--- config.mk ---
export PLATFORM = sky130hd
export DESIGN_NAME = tlc_cell
export DESIGN_NICKNAME = d
export VERILOG_FILES = /design/src/hw/rtl/tlc_pkg.sv /design/src/hw/rtl/tlc_cell.sv
export SDC_FILE = /design/constraint.sdc
export NUM_CORES = 1
export LEC_CHECK = 0
export BUFFER_PORTS_ARGS = -buffer_cell sky130_fd_sc_hd__clkbuf_2
export CAP_MARGIN = 20
export CORE_AREA = 2 2 168 170
export CTS_CLUSTER_DIAMETER = 120
export DETAILED_ROUTE_END_ITERATION = 12
export DIE_AREA = 0 0 170 172
export PLACE_DENSITY_LB_ADDON = 0.05
export SYNTH_ARGS = -nofsm -noshare
export SYNTH_HDL_FRONTEND = slang
export SYNTH_SLANG_ARGS = --single-unit
--- constraint.sdc ---
create_clock -name clk -period 6.35 [get_ports clk]
set_input_delay 1.27 -clock clk [delete_from_list [all_inputs] [get_ports clk]]
set_output_delay 1.27 -clock clk [all_outputs]
set_load 0.1 [all_outputs]
--- src/hw/rtl/tlc_pkg.sv ---
// Shared types and constants for the timestamp LRU tag cache.
`timescale 1ns / 1ps

package tlc_pkg;

    localparam int KEY_ID_W    = 16;
    localparam int KEY_COUNT_W = 31;
    localparam int HANDLE_W    = 32;
    localparam int AGE_W       = 32;
    localparam int SLOT_W      = 8;

    // Request opcodes
    typedef enum logic [1:0] {
        OP_LOOKUP = 2'd0,
        OP_FILL   = 2'd1,
        OP_TICK   = 2'd2,
        OP_CLEAR  = 2'd3
    } op_t;

    // Search token that walks down the cell chain, one cell per cycle.
    // sel_* holds the matched entry on a lookup and the current victim on a fill.
    typedef struct packed {
        logic                   live;
        op_t                    op;
        logic                   done;
        logic                   sel_valid;
        logic [KEY_ID_W-1:0]    key_id;
        logic [KEY_COUNT_W-1:0] key_count;
        logic [HANDLE_W-1:0]    handle;
        logic [HANDLE_W-1:0]    sel_payload;
        logic [AGE_W-1:0]       best_age;
    } token_t;

    // Controls broadcast from the top level to every cell
    typedef struct packed {
        logic                   clear;
        logic                   wr_en;
        logic [AGE_W-1:0]       frame;
        logic [KEY_ID_W-1:0]    key_id;
        logic [KEY_COUNT_W-1:0] key_count;
        logic [HANDLE_W-1:0]    handle;
    } bcast_t;

endpackage

--- src/hw/rtl/tlc_cell.sv ---
// One cache entry plus its stage of the search token chain.
`timescale 1ns / 1ps

module tlc_cell #(
    parameter int IDX_W = 8,
    parameter int INDEX = 0
) (
    input  logic                clk,
    input  logic                rst_n,
    input  tlc_pkg::token_t     tok_in,
    input  logic [IDX_W-1:0]    idx_in,
    output tlc_pkg::token_t     tok_out,
    output logic [IDX_W-1:0]    idx_out,
    input  tlc_pkg::bcast_t     bcast,
    input  logic [IDX_W-1:0]    wr_idx
);

    localparam logic [IDX_W-1:0] MY_IDX   = IDX_W'(INDEX);
    localparam bit               IS_FIRST = (INDEX == 0);

    logic                            valid_reg, valid_next;
    logic [tlc_pkg::AGE_W-1:0]       age_reg, age_next;
    logic [tlc_pkg::KEY_ID_W-1:0]    key_id_reg, key_id_next;
    logic [tlc_pkg::KEY_COUNT_W-1:0] key_count_reg, key_count_next;
    logic [tlc_pkg::HANDLE_W-1:0]    payload_reg, payload_next;
    tlc_pkg::token_t                 tok_reg, tok_next;
    logic [IDX_W-1:0]                idx_reg, idx_next;

    logic key_match;
    logic self_fill;
    logic touch;

    assign key_match = valid_reg && (key_id_reg == tok_in.key_id)
                       && (key_count_reg == tok_in.key_count);

    // Token update: first match on lookup; on fill, first empty cell from 1 up, else the oldest
    always_comb
    begin
        tok_next  = tok_in;
        idx_next  = idx_in;
        self_fill = 1'b0;
        touch     = 1'b0;
        if (tok_in.live && !tok_in.done)
        begin
            unique case (tok_in.op)
                tlc_pkg::OP_LOOKUP:
                begin
                    if (key_match)
                    begin
                        tok_next.done        = 1'b1;
                        tok_next.sel_valid   = 1'b1;
                        tok_next.sel_payload = payload_reg;
                        idx_next             = MY_IDX;
                        touch                = 1'b1;
                    end
                end
                tlc_pkg::OP_FILL:
                begin
                    if (!IS_FIRST && !valid_reg)
                    begin
                        // empty slot: take it right here
                        tok_next.done        = 1'b1;
                        tok_next.sel_valid   = 1'b0;
                        tok_next.sel_payload = '0;
                        idx_next             = MY_IDX;
                        self_fill            = 1'b1;
                    end
                    else if (IS_FIRST || (age_reg < tok_in.best_age))
                    begin
                        tok_next.best_age    = age_reg;
                        tok_next.sel_valid   = valid_reg;
                        tok_next.sel_payload = payload_reg;
                        idx_next             = MY_IDX;
                    end
                end
                default:
                begin
                end
            endcase
        end
    end

    // Entry update
    always_comb
    begin
        valid_next     = valid_reg;
        age_next       = age_reg;
        key_id_next    = key_id_reg;
        key_count_next = key_count_reg;
        payload_next   = payload_reg;
        priority if (bcast.clear)
        begin
            valid_next = 1'b0;
            age_next   = '0;
        end
        else if (bcast.wr_en && (wr_idx == MY_IDX))
        begin
            valid_next     = 1'b1;
            age_next       = bcast.frame;
            key_id_next    = bcast.key_id;
            key_count_next = bcast.key_count;
            payload_next   = bcast.handle;
        end
        else if (self_fill)
        begin
            valid_next     = 1'b1;
            age_next       = bcast.frame;
            key_id_next    = tok_in.key_id;
            key_count_next = tok_in.key_count;
            payload_next   = tok_in.handle;
        end
        else if (touch)
        begin
            age_next = bcast.frame;
        end
    end

    always_ff @(posedge clk or negedge rst_n)
    begin
        if (!rst_n)
        begin
            valid_reg <= 1'b0;
            age_reg   <= '0;
            tok_reg   <= '0;
            idx_reg   <= '0;
        end
        else
        begin
            valid_reg <= valid_next;
            age_reg   <= age_next;
            tok_reg   <= tok_next;
            idx_reg   <= idx_next;
        end
    end

    // Key and payload storage, meaningful only while valid
    always_ff @(posedge clk)
    begin
        key_id_reg    <= key_id_next;
        key_count_reg <= key_count_next;
        payload_reg   <= payload_next;
    end

    assign tok_out = tok_reg;
    assign idx_out = idx_reg;

endmodule

==> results.cfg <==
[drt]
ant_nets = 0
dr.max_layer_used = met5
via_per_inst = 4.301
drc = 0
drtPass1Iterations = 4
drt-initial-drc-count = 284
wl_met2_um = 13130
wire_per_inst_um = 18.96
m1WireLength_um = 9585
vias = 5922
totalWireLength_um = 26110
routed-wl-met3_um = 2692

[sta]
final.setup.tns_ps = 0
fin_crit_sh = 0.5686
worst_slew_pin_slew_ps = 1006
rsz0062_at_grt = no
fin_skew_ps = 15.68
fmax_mhz = 277.0
hold_violations = 0
setup_violations = 0
max_slew_margin = 0.3274
drv_slew = 0
setup_ws_ps = 2740
finalCriticalPeriod_ps = 3610

[global_routing]
first_global_vias = 6320
grt_pass1_wl_um = 37820
grt_max_degree = 101
antenna_found_initial = 6
grt_overflow = 0
grt.total_usage = 0.1751

[critical_path]
timing.rr.end = tok_out[62]$_DFF_PN0_
cp_data_arrival_time_ps = 4050
r2r_slack_ps = 3170
r2r-start = key_count_reg[8]$_DFFE_PP_
worstPathRequired_ps = 6790
end_kind = register
path_class = primary input to register
crit_fanout = 21
cp-start-kind = primary input
reg2reg_depth = 7

[floorplan]
core.rowCount = 61
dieArea_sq_um = 29240
die_h_um = 172
die_x_um = 170
core_area_sq_um = 27480
io_pins = 435
start_util = 0.3454

[yosys]
avgSynthCellArea_sq_um = 17.32
synthCells = 548
synth-seq-area-share = 0.7484
synth_cell_type_count = 32
yosysWarningCount = 0
syn_area_sq_um = 9489
syn_nets = 827
synth-seq-cells = 268

[run]
maxCapViolCount = 0

[clock_network]
htree_levels = 1
holdBufCountCts = 0
cts_tree = built
cts-resized-gates = 0
clock-sinks = 268
clkTransAtPathRegs_ps = 60
cts_inserted_buffers = 30
cts_setup_buffers = 0
insertion_delay_ps = 560
clock_path_buffers = 3
root_buffer = clkbuf_16

[cells_and_area]
design_area_sq_um = 13220
finalCoreUtilization = 0.4811
drive_gt1_frac = 0.5454
layout_commonest_cell = clkbuf_2
area_delta_synth_final_pct = 39.31
nets = 1280
final_cell_mix = clkbuf_2 (433), dfrtp_1 (189), edfxtp_1 (79), nand2b_1 (65), xnor2_1 (39)
fillCellCount = 2504
largest_reg_flops = 148
fin_cells = 1377

[power]
cellPowerDensity_nw_per_um2 = 343.0
ir_drop_mv = 0.2225
p_leak_nw = 6.418

[placed_design]
routabilityCongestion = 0.7550
dp_hpwl_um = 19560
post-place-ws_ps = 2054
portBuffers = 434
placed_cell_area_sq_um = 12040
place_inst = 1315

[min_path]
worstHoldStart = payload_reg[30]$_DFFE_PP_
hold_end = tok_out[62]$_DFF_PN0_
hp-class = register to register
min_path_cells = 1

[outcome]
status = finished, final reports clean
-- worst max path at each step --
stage | start | to | slack (ps) | depth (start not counted)
CTS | tok_in[147] | tok_out[62]$_DFF_PN0_ | 2660 | 6
floorplan | wr_idx[2] | key_count_reg[0]$_DFFE_PP_ | 840 | 3
detailed placement | tok_in[147] | tok_out[62]$_DFF_PN0_ | 2050 | 6
global route | tok_in[147] | tok_out[61]$_DFF_PN0_ | 2500 | 6
global placement | tok_in[147] | tok_out[61]$_DFF_PN0_ | 2150 | 6
finish | tok_in[104] | tok_out[62]$_DFF_PN0_ | 2740 | 8
-- synthesized netlist by cell type --
| master | n | area (sq um) |
|---|---|---|
| and4_2 | 1 | 10.01 |
| nand2b_1 | 65 | 406.6 |
| inv_1 | 15 | 56.30 |
| a21o_1 | 1 | 7.510 |
| nor4_1 | 4 | 25.02 |
| xnor2_1 | 39 | 341.6 |
| mux2_2 | 32 | 360.4 |
| buf_6 | 2 | 22.52 |
| mux2i_1 | 32 | 320.3 |
| nand4b_1 | 1 | 8.760 |
| nor2_1 | 9 | 33.78 |
| nand4_1 | 9 | 56.30 |
| clkbuf_1 | 9 | 33.78 |
| o21ai_0 | 1 | 5.000 |
| nor3b_1 | 1 | 7.510 |
| nor2b_1 | 4 | 25.02 |
| dfrtp_1 | 189 | 4730 |
| xor2_1 | 2 | 17.52 |
| or2_1 | 1 | 6.260 |
| mux2_4 | 30 | 450.4 |
| buf_2 | 3 | 15.01 |
| nor3_1 | 3 | 15.01 |
| mux2_1 | 2 | 22.52 |
| a2111o_1 | 2 | 22.52 |
| and2_1 | 1 | 6.260 |
| a21oi_1 | 2 | 10.01 |
| nand3_1 | 1 | 5.000 |
| o221ai_1 | 2 | 17.52 |
| buf_12 | 3 | 60.06 |
| buf_1 | 2 | 7.510 |
| edfxtp_1 | 79 | 2372 |
| a21boi_2 | 1 | 11.26 |
-- metrics by stage --
| step | hold slack (ps) | total power [mW] |
|---|---|---|
| 3_3_place_gp | 444.2 | 2.565 |
| 2_1_floorplan | 439.0 | 2.364 |
| 5_1_grt | 490.1 | 4.694 |
| 3_5_place_dp | 465.7 | 2.565 |
| 6_report | 469.5 | 4.534 |
| 4_1_cts | 477.3 | 4.599 |
-- worst max-delay path, cell delays in order --
cell,delay (ps)
clkbuf_2,100
xnor2_1,160
nand4_1,150
nor4_1,500
and4_2,410
or2_2,640
buf_4,430
mux2_1,370
-- metal layers --
metal  track usage  up-vias
li1              -     2796
met1        0.1938     2798
met2        0.3102      277
met3       0.07027       49
met4       0.05351        2
met5             0        -
-- power by group --
part / internal (mW) / total (mW) / switching [mW]
combinational: 0.145 / 0.676 / 0.531
clock: 1.29 / 2.01 / 0.719
sequential: 1.83 / 1.85 / 0.0154
total: 3.27 / 4.53 / 1.27
-- final cells by class --
cell class | instances | area [sq um] | share of cell area
sequential | 268 | 7102 | 0.5372
timing repair buffer | 440 | 2238 | 0.1693
multi-input combinational | 246 | 2208 | 0.1671
clock buffer | 35 | 822.0 | 0.06219
tap | 346 | 432.9 | 0.03275
clock inverter | 21 | 344.1 | 0.02603
inverter | 15 | 56.30 | 0.004259
antenna | 6 | 15.01 | 0.001136
-- cell families (layout without fill, tap and decap cells) --
family / Yosys count / in the layout / share of synthesized area
buf+inv: 34 / 511 / 0.02057
mux: 96 / 96 / 0.1216
other cells: 0 / 6 / 0
simple gates: 100 / 100 / 0.06382
flops: 268 / 268 / 0.7484
compound gates: 9 / 9 / 0.007779
xor+xnor: 41 / 41 / 0.03784
Power figures use the tool's default switching activity.
